**config.mk**
```make
export PLATFORM = sky130hd
export DESIGN_NAME = delimited_frame_receiver_ack_tracker_core
export DESIGN_NICKNAME = d
export VERILOG_FILES = /design/src/sv/dfrat_pkg.sv /design/src/sv/dfrat_front.sv /design/src/sv/dfrat_queue.sv /design/src/sv/dfrat_back.sv /design/src/sv/delimited_frame_receiver_ack_tracker_core.sv
export VERILOG_INCLUDE_DIRS = /design/src /design/src/sv
export SDC_FILE = /design/constraint.sdc
export NUM_CORES = 1
export LEC_CHECK = 0
export BUFFER_PORTS_ARGS = -buffer_cell sky130_fd_sc_hd__buf_4
export CORE_UTILIZATION = 52
export DETAILED_ROUTE_END_ITERATION = 10
export PLACE_DENSITY = 0.68
export SLEW_MARGIN = 5
export SYNTH_ARGS = -nofsm -noshare
export SYNTH_HDL_FRONTEND = slang
export SYNTH_SLANG_ARGS = --single-unit
```
**constraint.sdc**
```tcl
create_clock -name i_clk -period 6.2 [get_ports i_clk]
set_clock_uncertainty 0.05 [all_clocks]
set_input_delay 1.24 -clock i_clk [delete_from_list [all_inputs] [get_ports i_clk]]
set_output_delay 1.24 -clock i_clk [all_outputs]
set_load 0.05 [all_outputs]
```
**src/sv/delimited_frame_receiver_ack_tracker_core_macros.svh**
```systemverilog
// Assertion macros for the frame receiver RTL.
`ifndef DELIMITED_FRAME_RECEIVER_ACK_TRACKER_CORE_MACROS_SVH
`define DELIMITED_FRAME_RECEIVER_ACK_TRACKER_CORE_MACROS_SVH

// same-cycle implication
`define DFRAT_ASSERT_IMP(lbl, clk, rst_n, ante, cons, msg) \
    lbl: assert property (@(posedge clk) disable iff (!rst_n) (ante) |-> (cons)) \
        else $error(msg);

// next-cycle implication
`define DFRAT_ASSERT_NXT(lbl, clk, rst_n, ante, cons, msg) \
    lbl: assert property (@(posedge clk) disable iff (!rst_n) (ante) |=> (cons)) \
        else $error(msg);

`endif

```
**src/sv/dfrat_pkg.sv**
```systemverilog
// Shared types, codes and constants of the frame receiver.
`default_nettype none
package dfrat_pkg;

    localparam int BUFFER_DEPTH_DEF = 64;
    localparam int QUEUE_DEPTH      = 4;

    localparam int FUNC_W     = 2;
    localparam int BYTE_W     = 8;
    localparam int KIND_W     = 2;
    localparam int LEN_W      = 6;
    localparam int TMO_W      = 16;
    localparam int TICK_W     = 17;
    localparam int CFG_IDX_W  = 1;
    localparam int CFG_DATA_W = 16;

    localparam logic [FUNC_W-1:0] FUNC_BYTE = 2'd0;
    localparam logic [FUNC_W-1:0] FUNC_TICK = 2'd1;
    localparam logic [FUNC_W-1:0] FUNC_SEND = 2'd2;

    localparam logic [KIND_W-1:0] KIND_DATA    = 2'd0;
    localparam logic [KIND_W-1:0] KIND_ACK     = 2'd1;
    localparam logic [KIND_W-1:0] KIND_TIMEOUT = 2'd2;

    localparam logic [CFG_IDX_W-1:0] REG_ACK_CODE = 1'd0;
    localparam logic [CFG_IDX_W-1:0] REG_TIMEOUT  = 1'd1;

    localparam logic [BYTE_W-1:0] ACK_CODE_RST = 8'd6;
    localparam logic [TMO_W-1:0]  TIMEOUT_RST  = 16'd3000;

    localparam logic [BYTE_W-1:0] MARK_OPEN  = 8'h3C;
    localparam logic [BYTE_W-1:0] MARK_CLOSE = 8'h3E;
    localparam logic [TICK_W-1:0] TICK_MAX   = 17'h1FFFF;

    typedef struct packed {
        logic [KIND_W-1:0] kind;
        logic [BYTE_W-1:0] src;
        logic [LEN_W-1:0]  len;
    } t_job;

endpackage
`default_nettype wire

```
**src/sv/dfrat_front.sv**
```systemverilog
// Front end: frame assembly, ack wait timer and job issue.
`default_nettype none
module dfrat_front #(
    parameter int BUFFER_DEPTH = dfrat_pkg::BUFFER_DEPTH_DEF
) (
    input  wire logic                                i_clk,
    input  wire logic                                i_rst_n,
    input  wire logic                                i_valid,
    output logic                                     o_stall,
    input  wire logic [dfrat_pkg::FUNC_W-1:0]        i_func,
    input  wire logic [dfrat_pkg::BYTE_W-1:0]        i_rx_byte,
    input  wire logic                                i_cfg_we,
    input  wire logic [dfrat_pkg::CFG_IDX_W-1:0]     i_cfg_index,
    input  wire logic [dfrat_pkg::CFG_DATA_W-1:0]    i_cfg_data,
    input  wire logic                                i_full,
    output logic                                     o_push,
    output dfrat_pkg::t_job                          o_job,
    output logic                                     o_wr_en,
    output logic [$clog2(BUFFER_DEPTH)-1:0]          o_wr_addr,
    output logic [dfrat_pkg::BYTE_W-1:0]             o_wr_data,
    input  wire logic                                i_done
);
    import dfrat_pkg::*;

    localparam int CW = $clog2(BUFFER_DEPTH + 1);
    localparam int AW = $clog2(BUFFER_DEPTH);

    logic [CW-1:0]     r_count, n_count;
    logic [BYTE_W-1:0] r_src, n_src;
    logic [BYTE_W-1:0] r_len, n_len;
    logic [BYTE_W-1:0] r_b2, n_b2;
    logic              r_pending, n_pending;
    logic [TICK_W-1:0] r_ticks, n_ticks;
    logic              r_busy, n_busy;
    logic [BYTE_W-1:0] r_ack_code;
    logic [TMO_W-1:0]  r_timeout;

    logic              accept;
    logic              frame_ok;
    logic [TICK_W-1:0] ticks_inc;

    assign o_stall   = i_full || (r_busy && (i_func == FUNC_BYTE));
    assign accept    = i_valid && !o_stall;
    assign frame_ok  = (r_count >= CW'(2)) && ((10'(r_len) + 10'd2) == 10'(r_count));
    assign ticks_inc = (r_ticks < TICK_MAX) ? r_ticks + TICK_W'(1) : r_ticks;
    assign o_wr_addr = r_count[AW-1:0];
    assign o_wr_data = i_rx_byte;

    always_comb begin
        n_count   = r_count;
        n_src     = r_src;
        n_len     = r_len;
        n_b2      = r_b2;
        n_pending = r_pending;
        n_ticks   = r_ticks;
        n_busy    = r_busy;
        o_push    = 1'b0;
        o_job     = '0;
        o_wr_en   = 1'b0;
        if (i_done) begin
            n_busy = 1'b0;
        end
        if (accept) begin
            case (i_func)
                FUNC_BYTE: begin
                    if (i_rx_byte == MARK_OPEN) begin
                        n_count = '0;
                    end else if (i_rx_byte == MARK_CLOSE) begin
                        n_count = '0;
                        if (frame_ok) begin
                            if ((r_len == 8'd1) && (r_b2 == r_ack_code)) begin
                                if (r_pending) begin
                                    n_pending  = 1'b0;
                                    n_ticks    = '0;
                                    o_push     = 1'b1;
                                    o_job.kind = KIND_ACK;
                                    o_job.src  = r_src;
                                end
                            end else begin
                                o_push     = 1'b1;
                                o_job.kind = KIND_DATA;
                                o_job.src  = r_src;
                                o_job.len  = r_len[LEN_W-1:0];
                                if (r_len != '0) begin
                                    n_busy = 1'b1;
                                end
                            end
                        end
                    end else if (r_count < CW'(BUFFER_DEPTH)) begin
                        o_wr_en = 1'b1;
                        n_count = r_count + CW'(1);
                        if (r_count == CW'(0)) begin
                            n_src = i_rx_byte;
                        end
                        if (r_count == CW'(1)) begin
                            n_len = i_rx_byte;
                        end
                        if (r_count == CW'(2)) begin
                            n_b2 = i_rx_byte;
                        end
                    end else begin
                        n_count = '0;
                    end
                end
                FUNC_TICK: begin
                    if (r_pending) begin
                        if (ticks_inc > TICK_W'(r_timeout)) begin
                            n_pending  = 1'b0;
                            n_ticks    = '0;
                            o_push     = 1'b1;
                            o_job.kind = KIND_TIMEOUT;
                        end else begin
                            n_ticks = ticks_inc;
                        end
                    end
                end
                FUNC_SEND: begin
                    n_pending = 1'b1;
                    n_ticks   = '0;
                end
                default: begin
                end
            endcase
        end
    end

    always_ff @(posedge i_clk) begin
        if (!i_rst_n) begin
            r_count    <= '0;
            r_pending  <= 1'b0;
            r_ticks    <= '0;
            r_busy     <= 1'b0;
            r_ack_code <= ACK_CODE_RST;
            r_timeout  <= TIMEOUT_RST;
        end else begin
            r_count   <= n_count;
            r_pending <= n_pending;
            r_ticks   <= n_ticks;
            r_busy    <= n_busy;
            if (i_cfg_we) begin
                case (i_cfg_index)
                    REG_ACK_CODE: r_ack_code <= i_cfg_data[BYTE_W-1:0];
                    REG_TIMEOUT:  r_timeout  <= i_cfg_data[TMO_W-1:0];
                    default: begin
                    end
                endcase
            end
        end
        r_src <= n_src;
        r_len <= n_len;
        r_b2  <= n_b2;
    end

endmodule
`default_nettype wire

```
**src/sv/dfrat_queue.sv**
```systemverilog
// Short job queue between front end and back end.
`default_nettype none
module dfrat_queue (
    input  wire logic            i_clk,
    input  wire logic            i_rst_n,
    input  wire logic            i_push,
    input  wire dfrat_pkg::t_job i_job,
    output logic                 o_full,
    input  wire logic            i_pop,
    output dfrat_pkg::t_job      o_job,
    output logic                 o_empty
);
    import dfrat_pkg::*;

    localparam int QW = $clog2(QUEUE_DEPTH);

    t_job            r_slot [QUEUE_DEPTH];
    logic [QW-1:0]   r_wr_ptr;
    logic [QW-1:0]   r_rd_ptr;
    logic [QW:0]     r_used;

    assign o_full  = (r_used == (QW+1)'(QUEUE_DEPTH));
    assign o_empty = (r_used == '0);
    assign o_job   = r_slot[r_rd_ptr];

    always_ff @(posedge i_clk) begin
        if (!i_rst_n) begin
            r_wr_ptr <= '0;
            r_rd_ptr <= '0;
            r_used   <= '0;
        end else begin
            if (i_push) begin
                r_wr_ptr <= (r_wr_ptr == QW'(QUEUE_DEPTH - 1)) ? '0 : r_wr_ptr + QW'(1);
            end
            if (i_pop) begin
                r_rd_ptr <= (r_rd_ptr == QW'(QUEUE_DEPTH - 1)) ? '0 : r_rd_ptr + QW'(1);
            end
            if (i_push && !i_pop) begin
                r_used <= r_used + (QW+1)'(1);
            end else if (!i_push && i_pop) begin
                r_used <= r_used - (QW+1)'(1);
            end
        end
        if (i_push) begin
            r_slot[r_wr_ptr] <= i_job;
        end
    end

endmodule
`default_nettype wire

```
**src/sv/dfrat_back.sv**
```systemverilog
// Back end: frame store and result sequencing into the output register.
`default_nettype none
`include "delimited_frame_receiver_ack_tracker_core_macros.svh"
module dfrat_back #(
    parameter int BUFFER_DEPTH = dfrat_pkg::BUFFER_DEPTH_DEF
) (
    input  wire logic                              i_clk,
    input  wire logic                              i_rst_n,
    input  wire logic                              i_wr_en,
    input  wire logic [$clog2(BUFFER_DEPTH)-1:0]   i_wr_addr,
    input  wire logic [dfrat_pkg::BYTE_W-1:0]      i_wr_data,
    input  wire dfrat_pkg::t_job                   i_job,
    input  wire logic                              i_empty,
    output logic                                   o_pop,
    output logic                                   o_done,
    output logic                                   o_valid,
    input  wire logic                              i_stall,
    output logic [dfrat_pkg::KIND_W-1:0]           o_event_kind,
    output logic [dfrat_pkg::BYTE_W-1:0]           o_source_id,
    output logic [dfrat_pkg::LEN_W-1:0]            o_payload_len,
    output logic [dfrat_pkg::BYTE_W-1:0]           o_data_byte,
    output logic                                   o_byte_valid,
    output logic                                   o_last
);
    import dfrat_pkg::*;

    localparam int AW = $clog2(BUFFER_DEPTH);

    typedef enum logic {
        S_IDLE,
        S_DATA
    } t_state;

    logic [BYTE_W-1:0] r_store [BUFFER_DEPTH];
    logic [BYTE_W-1:0] r_rd_data;
    logic [AW-1:0]     rd_addr;

    t_state            r_state;
    t_job              r_job;
    logic [AW-1:0]     r_idx, n_idx;
    logic              r_done;
    logic              r_out_valid;
    logic [KIND_W-1:0] r_out_kind;
    logic [BYTE_W-1:0] r_out_src;
    logic [LEN_W-1:0]  r_out_len;
    logic [BYTE_W-1:0] r_out_byte;
    logic              r_out_bvalid;
    logic              r_out_last;

    logic              out_free;
    logic              last_idx;

    assign out_free = !r_out_valid || !i_stall;
    assign last_idx = ((LEN_W'(r_idx) + LEN_W'(1)) == r_job.len);
    assign rd_addr  = n_idx + AW'(2);

    always_comb begin
        o_pop = 1'b0;
        n_idx = r_idx;
        case (r_state)
            S_IDLE: begin
                if (!i_empty && out_free) begin
                    o_pop = 1'b1;
                    n_idx = '0;
                end
            end
            S_DATA: begin
                if (out_free && !last_idx) begin
                    n_idx = r_idx + AW'(1);
                end
            end
            default: begin
            end
        endcase
    end

    always_ff @(posedge i_clk) begin
        if (i_wr_en) begin
            r_store[i_wr_addr] <= i_wr_data;
        end
        r_rd_data <= r_store[rd_addr];
    end

    always_ff @(posedge i_clk) begin
        if (!i_rst_n) begin
            r_state     <= S_IDLE;
            r_idx       <= '0;
            r_done      <= 1'b0;
            r_out_valid <= 1'b0;
        end else begin
            r_done <= 1'b0;
            r_idx  <= n_idx;
            if (r_out_valid && !i_stall) begin
                r_out_valid <= 1'b0;
            end
            case (r_state)
                S_IDLE: begin
                    if (o_pop) begin
                        r_job <= i_job;
                        if ((i_job.kind == KIND_DATA) && (i_job.len != '0)) begin
                            r_state <= S_DATA;
                        end else begin
                            r_out_valid  <= 1'b1;
                            r_out_kind   <= i_job.kind;
                            r_out_src    <= i_job.src;
                            r_out_len    <= '0;
                            r_out_byte   <= '0;
                            r_out_bvalid <= 1'b0;
                            r_out_last   <= 1'b1;
                        end
                    end
                end
                S_DATA: begin
                    if (out_free) begin
                        r_out_valid  <= 1'b1;
                        r_out_kind   <= KIND_DATA;
                        r_out_src    <= r_job.src;
                        r_out_len    <= r_job.len;
                        r_out_byte   <= r_rd_data;
                        r_out_bvalid <= 1'b1;
                        r_out_last   <= last_idx;
                        if (last_idx) begin
                            r_state <= S_IDLE;
                            r_done  <= 1'b1;
                        end
                    end
                end
                default: begin
                    r_state <= S_IDLE;
                end
            endcase
        end
    end

    assign o_done        = r_done;
    assign o_valid       = r_out_valid;
    assign o_event_kind  = r_out_kind;
    assign o_source_id   = r_out_src;
    assign o_payload_len = r_out_len;
    assign o_data_byte   = r_out_byte;
    assign o_byte_valid  = r_out_bvalid;
    assign o_last        = r_out_last;

    `DFRAT_ASSERT_IMP(a_ctl_single, i_clk, i_rst_n, r_out_valid && (r_out_kind != KIND_DATA), r_out_last && !r_out_bvalid, "ack/timeout result not single")
    `DFRAT_ASSERT_IMP(a_data_job, i_clk, i_rst_n, r_state == S_DATA, (r_job.kind == KIND_DATA) && (r_job.len != '0), "payload drain without data job")
    `DFRAT_ASSERT_NXT(a_done_last, i_clk, i_rst_n, (r_state == S_DATA) && out_free && last_idx, r_done && r_out_valid && r_out_last, "frame end not flagged")

endmodule
`default_nettype wire

```
**src/sv/delimited_frame_receiver_ack_tracker_core.sv**
```systemverilog
// Top level of the delimited frame receiver with ack wait tracking.
//
//  channel  | handshake                    | payload
//  ---------+------------------------------+-----------------------------------------
//  in       | i_in_valid / o_in_stall      | i_func, i_rx_byte
//  out      | o_out_valid / i_out_stall    | o_event_kind .. o_last (six fields)
//  cfg      | i_cfg_we                     | i_cfg_index, i_cfg_data
//
// An input request is taken while the four-entry job queue has room.
// A closing mark of a data frame yields len results (one if len is zero), one per cycle
// from the store read port unless the output stalls; ack and timeout yield one result each.
// Byte requests stall while the previous frame's payload is still being read out.
// Reset is synchronous; the frame store has no clear, only entries already written are read.
`default_nettype none
module delimited_frame_receiver_ack_tracker_core #(
    parameter int BUFFER_DEPTH = dfrat_pkg::BUFFER_DEPTH_DEF
) (
    input  wire logic                              i_clk,
    input  wire logic                              i_rst_n,
    input  wire logic                              i_in_valid,
    output logic                                   o_in_stall,
    input  wire logic [dfrat_pkg::FUNC_W-1:0]      i_func,
    input  wire logic [dfrat_pkg::BYTE_W-1:0]      i_rx_byte,
    input  wire logic                              i_cfg_we,
    input  wire logic [dfrat_pkg::CFG_IDX_W-1:0]   i_cfg_index,
    input  wire logic [dfrat_pkg::CFG_DATA_W-1:0]  i_cfg_data,
    output logic                                   o_out_valid,
    input  wire logic                              i_out_stall,
    output logic [dfrat_pkg::KIND_W-1:0]           o_event_kind,
    output logic [dfrat_pkg::BYTE_W-1:0]           o_source_id,
    output logic [dfrat_pkg::LEN_W-1:0]            o_payload_len,
    output logic [dfrat_pkg::BYTE_W-1:0]           o_data_byte,
    output logic                                   o_byte_valid,
    output logic                                   o_last
);
    import dfrat_pkg::*;

    localparam int AW = $clog2(BUFFER_DEPTH);

    logic          q_full;
    logic          q_empty;
    logic          push;
    logic          pop;
    t_job          push_job;
    t_job          head_job;
    logic          wr_en;
    logic [AW-1:0] wr_addr;
    logic [BYTE_W-1:0] wr_data;
    logic          done;

    dfrat_front #(
        .BUFFER_DEPTH(BUFFER_DEPTH)
    ) u_front (
        .i_clk      (i_clk),
        .i_rst_n    (i_rst_n),
        .i_valid    (i_in_valid),
        .o_stall    (o_in_stall),
        .i_func     (i_func),
        .i_rx_byte  (i_rx_byte),
        .i_cfg_we   (i_cfg_we),
        .i_cfg_index(i_cfg_index),
        .i_cfg_data (i_cfg_data),
        .i_full     (q_full),
        .o_push     (push),
        .o_job      (push_job),
        .o_wr_en    (wr_en),
        .o_wr_addr  (wr_addr),
        .o_wr_data  (wr_data),
        .i_done     (done)
    );

    dfrat_queue u_queue (
        .i_clk  (i_clk),
        .i_rst_n(i_rst_n),
        .i_push (push),
        .i_job  (push_job),
        .o_full (q_full),
        .i_pop  (pop),
        .o_job  (head_job),
        .o_empty(q_empty)
    );

    dfrat_back #(
        .BUFFER_DEPTH(BUFFER_DEPTH)
    ) u_back (
        .i_clk        (i_clk),
        .i_rst_n      (i_rst_n),
        .i_wr_en      (wr_en),
        .i_wr_addr    (wr_addr),
        .i_wr_data    (wr_data),
        .i_job        (head_job),
        .i_empty      (q_empty),
        .o_pop        (pop),
        .o_done       (done),
        .o_valid      (o_out_valid),
        .i_stall      (i_out_stall),
        .o_event_kind (o_event_kind),
        .o_source_id  (o_source_id),
        .o_payload_len(o_payload_len),
        .o_data_byte  (o_data_byte),
        .o_byte_valid (o_byte_valid),
        .o_last       (o_last)
    );

endmodule
`default_nettype wire
```
* Yosys cells after proc, flatten, opt, wreduce, memory -nomap -nowiden
Memories as Yosys holds them, arrays and structs flattened. A register that Yosys moved wholly into a read port is not among the register bits.
Cells that the tools add are included.
** Operators by class
- Mux-type cells :: 102
- $lt $le $gt $ge :: 4
- Eq/ne operators :: 22
- Reduce and logical (&&, ||, !) cells :: 38
- Bitwise logic cells :: 4
- $add $sub $neg :: 9
** Operator list (number)
- $mux W17 :: 8
- $mux W16 :: 4
- $pmux W17 S3 :: 1
- $mux W1 :: 48
- $mux W8 :: 6
- $mux W6 :: 6
- $pmux W8 S2 :: 2
- $pmux W6 S2 :: 2
- $reduce_and A6 Y1 :: 4
- $mux W7 :: 3
- $mux W2 :: 9
- $mux W9 :: 2
- $add A17 B1 Y17 const B :: 1
- $gt A17 B16 Y1 :: 1
- $lt A17 B17 Y1 const B :: 1
- $eq A8 B6 Y1 const B :: 2
- $mux W14 :: 1
- $ne A2 B2 Y1 const B :: 6
- $eq A10 B7 Y1 :: 1
- $logic_and A1 B1 Y1 :: 10
- $pmux W1 S2 :: 5
- $add A8 B2 Y9 const B :: 1
- $eq A8 B1 Y1 const B :: 1
- $eq A8 B8 Y1 :: 1
- 32 further kinds :: 53
** Storage, ports and cells
- Output and inout bits :: 28
- RAM bits :: 576
- Logic and storage cells :: 205
- Memories kept :: 2
- Bits in registers :: 130
- Input port bits :: 32
** Memory list
- u_back.r_store :: depth 64, bits a word 8, rd ports 1, clocked after Yosys merged registers in 1, wr ports 1, line dfrat_back.sv:34 : logic [BYTE_W-1:0] r_store [BUFFER_DEPTH];
- u_queue.r_slot :: depth 4, bits a word 16, rd ports 1, clocked after Yosys merged registers in 1, wr ports 1, line dfrat_queue.sv:17 : t_job r_slot [QUEUE_DEPTH];

* Logic depth before layout (Yosys ltp)
- Depth in word-level cells :: 12
- Gate-level depth with buffers :: 24
- Mapped depth without buffers :: 23

* Hierarchy
Synthesis repeated with hierarchy kept, for this count alone.
** Second synthesis, totals
- Cells, all modules :: 2431
- Area total of the unflattened synthesis :: 29864.9 um2
** By module, submodules not included
- dfrat_back :: area each 22861.9 um2, times used 1, cells each 1836
- dfrat_front :: area each 4199.0 um2, times used 1, cells each 467
- dfrat_queue :: area each 2803.9 um2, times used 1, cells each 128

* Least setup slack after synthesis
Ideal clock, no wire load.
- Path kind :: input to register
- Start :: in i_out_stall
- End :: reg u_back.r_rd_data[0], read port of u_back.r_store
- Stages :: 17
- Arrival time :: 4.729 ns
- Data required time :: 6.016 ns
- Buffers on the path :: 5
- Slack :: 1.286 ns
- Library setup time :: 0.134 ns
- Cell sequence :: and2_1 nor2b_1 o21ai_2 mux2i_1 or2_2 clkbuf_1 buf_2 buf_1 inv_1 ha_1 xor2_1 buf_2 buf_2 mux4_2 mux2i_1 o22ai_1 or4_1
** Between the ends
- Longest elaborated chain between the ends :: 6
- Elaborated cells between the ends (all ways) :: 8
** Ends and longest elaborated chain
- start, declared :: line delimited_frame_receiver_ack_tracker_core.sv:28 : input wire logic i_out_stall,
- $logic_not A1 Y1 * :: line dfrat_back.sv:53 : assign out_free = !r_out_valid || !i_stall;
- $logic_or A1 B1 Y1 * :: line dfrat_back.sv:53
- $logic_and A1 B1 Y1, on equally long branches :: line dfrat_back.sv:68, dfrat_back.sv:62
- $mux W6, on equally long branches :: line dfrat_back.sv:68, dfrat_back.sv:62
- $pmux W6 S2 * :: line dfrat_back.sv:60 : case (r_state)
- via u_back.n_idx[1] :: line dfrat_back.sv:40 : logic [AW-1:0] r_idx, n_idx;
- $add A6 B2 Y6 * :: line dfrat_back.sv:55 : assign rd_addr = n_idx + AW'(2);
- end, declared :: line dfrat_back.sv:35 : logic [BYTE_W-1:0] r_rd_data;
Mark *: on every way through the listed nets, which the timed path passes. The rest lies on a longest branch.
A chain may end at the register's enable or synchronous reset.

* Worst setup path after layout
- Start :: reg u_front.r_ticks[6]
- End :: reg u_queue.r_used[2]
** Between the ends
- Longest elaborated chain between the ends :: 10
- Elaborated cells between the ends (all ways) :: 13
** Ends and longest elaborated chain
- start, declared :: line dfrat_front.sv:33 : logic [TICK_W-1:0] r_ticks, n_ticks;
- start signal, assigned :: line dfrat_front.sv:138 : r_ticks <= n_ticks;
- $add A17 B1 Y17 or $lt A17 B17 Y1 (tied branches) :: line dfrat_front.sv:45 : assign ticks_inc = (r_ticks < TICK_MAX) ? r_ticks + TICK_W'(1) : r_ticks;
- $mux W17 * :: line dfrat_front.sv:45
- $gt A17 B16 Y1 * :: line dfrat_front.sv:107 : if (ticks_inc > TICK_W'(r_timeout)) begin
- $mux W1 * :: line dfrat_front.sv:107
- $mux W1 * :: line dfrat_front.sv:106 : if (r_pending) begin
- $pmux W1 S2 * :: line dfrat_front.sv:64 : case (i_func)
- $mux W1 * :: line dfrat_front.sv:63 : if (accept) begin
- via push :: line delimited_frame_receiver_ack_tracker_core.sv:42 : logic push;
- $logic_not A1 Y1 :: line dfrat_queue.sv:40 : end else if (!i_push && i_pop) begin
- $logic_and A1 B1 Y1 :: line dfrat_queue.sv:40
- $reduce_bool A2 Y1 (no source line)
- end signal, assigned :: line dfrat_queue.sv:39 : r_used <= r_used + (QW+1)'(1);
- end signal, assigned :: line dfrat_queue.sv:41 : r_used <= r_used - (QW+1)'(1);
- end, declared :: line dfrat_queue.sv:20 : logic [QW:0] r_used;
Marked as above.

==> summary.md <==
| Metric | Value |
|---|---|
| Status | finished, final reports clean |
| Net Sw Power | 2310 uW |
| Worst Path Class, Setup | register to register |
| Post-Syn Nets | 1697 |
| Synth warn | 0 |
| Clock power share | 43.9% |
| Routed length per instance | 24.0 um |
| Synthesized area | 0.0288 mm2 |
| Post-synthesis async set-or-reset flop share | 0% |
| Int Pwr | 8350 uW |
| Share of layout cells above drive strength 1 | 22.3% |
| Total core area | 0.0543 mm2 |
| Min-Delay Path Class | register to register |
| CTS H-tree lvls | 3 |
| Yosys top cell area share | 66.7% |
| I/O pins | 60 |
| Area contributors post-synth | edfxtp_1, mux4_2, dfxtp_1 |
| Final hold vios | 0 |
| Top post-synthesis cells by count | edfxtp_1, mux4_2, nand2_1, nor2_1, dfxtp_1 |
| DRT Wirelength | 61000 um |
| Post-synthesis sequential area ratio | 71.9% |
| LEAKAGE | 0.0111 uW |
| Most frequent cell after synthesis | edfxtp_1 |
| Mean number of vias per cell | 5.86 |
| Fin crit share | 84.0% |
| Arr. time, crit path | 5690 ps |
| Reg power frac | 50.7% |
| Leading area contributor after synthesis | edfxtp_1 |
| Yosys cell types | 69 |
| Worst-path clk slew | 60 ps |
| Post-CTS Setup Inserts | 0 |
| Post-DP HPWL | 37100 um |
| GRT overflow | 0 |
| Pwr per Cell Area | 324 mW/mm2 |
| Max_cap viols | 0 |
| First-pass GRT wire length | 92600 um |
| Max-Slew Margin vs Limit | 11.8% |
| Die extent in x | 237 um |
| RSZ-0062 raised after global routing | no |
| Number of core rows | 85 |
| Flops & latches, synth | 716 |
| Crit Path Max Fanout | 13 |
| Fin util | 60.5% |
| Switching Share | 21.7% |
| Number of global-route vias before repair | 14900 |
| Worst-Margin Slew | 1310 ps |
| Crit path time final | 5210 ps |
| Root cell of the clock tree | clkbuf_16 |
| Post-Syn Instances | 1630 |
| Largest net degree at the start of global routing | 75 |
| DRT iter0 DRCs | 1367 |
| Post-Layout Cell Count | 2540 |
| CTS Hold Bufs | 0 |
| Clock Latency Late Sink | 620 ps |
| Synthesized area per cell | 17.7 um2 |
| Maximum buffer depth of the clock tree | 3 |
| Port-buffer cells | 59 |
| N_diodes | 0 |
| Nets | 1807 |
| Maximum VDD drop | 0.000260 V |
| Gate power share | 5.4% |
| TritonRoute pass-1 iters | 5 |
| Post-CTS sizing | 0 |
| Die H | 237 um |
| Placer Congestion | 0.824 |
| Post-synth EDFFs | 640 |
| Die area | 0.0564 mm2 |
| Hold Worst Slack | 403 ps |
| CTS tree | built |
| Peak Freq | 192 MHz |
| Crit path launch type | register |
| Endpoint type of the worst setup path | register |
| Final setup fails | 0 |
| Total number of vias | 14900 |
| P&R area growth vs syn | 14.1% |
| Crit path required time | 6680 ps |
| ANT nets after route | 0 |
| CTS Buf Count | 74 |
| Top FF cell, synth | edfxtp_1 |
| Starting Density | 53.1% |
| Clock Sinks | 716 |
| Antenna violations before repair | 1 |
| DRC errors left | 0 |
| GRT Total Usage | 22.2% |
| Max-slew violation count | 0 |
| Total chip power | 10700 uW |
| Placed cells | 2403 |
| Setup TNS | 0 ps |
[per-stage QoR]
step / instance area, um2 / setup WS, ps
6_report: 32900 / 992
5_1_grt: 32900 / 537
4_1_cts: 32900 / 979
3_5_place_dp: 30300 / 942
3_3_place_gp: 30300 / 998
2_1_floorplan: 28800 / 1290
[path summary, 6_finish.rpt]
check / start / to / slack (ps) / cells past startpoint
worst max-delay path: u_front.r_ticks[6] / u_queue.r_used[2] / 990 / 23
worst min-delay path: u_front.r_timeout[14] / u_front.r_timeout[14] / 400 / 2
worst max register to register: u_front.r_ticks[6] / u_queue.r_used[2] / 990 / 23
worst min register to register: u_front.r_timeout[14] / u_front.r_timeout[14] / 400 / 2
[logic make-up after synthesis]
kind of cell	share of synthesized area (%)
muxes	14.0
and+or+nand+nor	6.37
adders and majority gates	1.54
xor gates and xnor gates	1.42
buffers and inverters	1.72
DFF	71.9
AOI/OAI and AO/OA	3.05
[state kept, by name, indices dropped and copies added, names as in the netlist, 3 cells and up, named ones only]
register / count
u_front.r_len: 8
u_back.o_data_byte: 8
u_queue.r_slot: 64
u_back.r_store: 512
u_back.o_payload_len: 6
u_front.r_src: 8
u_back.r_idx: 6
u_front.r_ticks: 17
u_back.r_rd_data: 8
u_front.r_count: 7
u_front.r_b2: 8
u_back.o_source_id: 8
u_front.r_timeout: 16
u_front.r_ack_code: 8
u_back.r_job: 14
u_queue.r_used: 3
[placed cells by master, fill, tap and decap left out, drive strengths merged, types with 23 or more instances in the layout]
| cell | instances |
|---|---|
| xor2 | 23 |
| nand3 | 31 |
| o22ai | 32 |
| clkinv | 26 |
| buf | 110 |
| mux2i | 69 |
| nor3 | 40 |
| mux4 | 144 |
| xnor2 | 23 |
| dfxtp | 76 |
| and2 | 37 |
| nand2 | 87 |
| inv | 40 |
| edfxtp | 640 |
| nor2 | 81 |
| a21oi | 38 |
| clkbuf | 90 |
| ha | 34 |
[critical path, cell delays in order (launching register included)]
cell and delay [ps]:
dfxtp_1 470, nand3_1 150, nor3_1 360, and3_1 240, nand4bb_1 240, nor2_1 140
and4_1 230, xor2_1 170, ha_1 310, nand4_1 110, nor2_1 180, o21a_1 150
o21ai_0 80, buf_4 190, a211o_1 310, inv_1 180, nor2_1 130, inv_1 110
ha_1 180, inv_1 70, fa_1 440, xor2_1 180, or3_1 310, a21oi_1 150
[per-layer routing]
layer	GRT usage [%]	vias up	share of wire (%)	wire length, um
met1	31.1	7683	43	26100
met3	3.88	90	5.8	3550
li1	-	6677	-	-
met5	0	-	0	0
met2	36.5	439	49	30200
met4	5.65	0	1.9	1180
[power by group through the flow]
stage / logic (uW) / clock network (uW) / registers (uW)
floorplan: 243 / 0 / 5610
global placement: 573 / 0 / 5510
detailed placement: 584 / 0 / 5510
CTS: 586 / 4750 / 5410
global route: 624 / 4920 / 5410
finish: 577 / 4680 / 5400
[area by class of cell]
| class | instances | area (um2) |
|---|---|---|
| clock inverter | 47 | 582 |
| sequential | 716 | 20700 |
| inverter | 37 | 139 |
| timing repair buffer | 110 | 876 |
| clock buffer | 90 | 2000 |
| multi-input combinational | 801 | 7630 |
| fill | 3910 | 21400 |
| tap | 739 | 925 |
(Power assumes the default switching activity.)
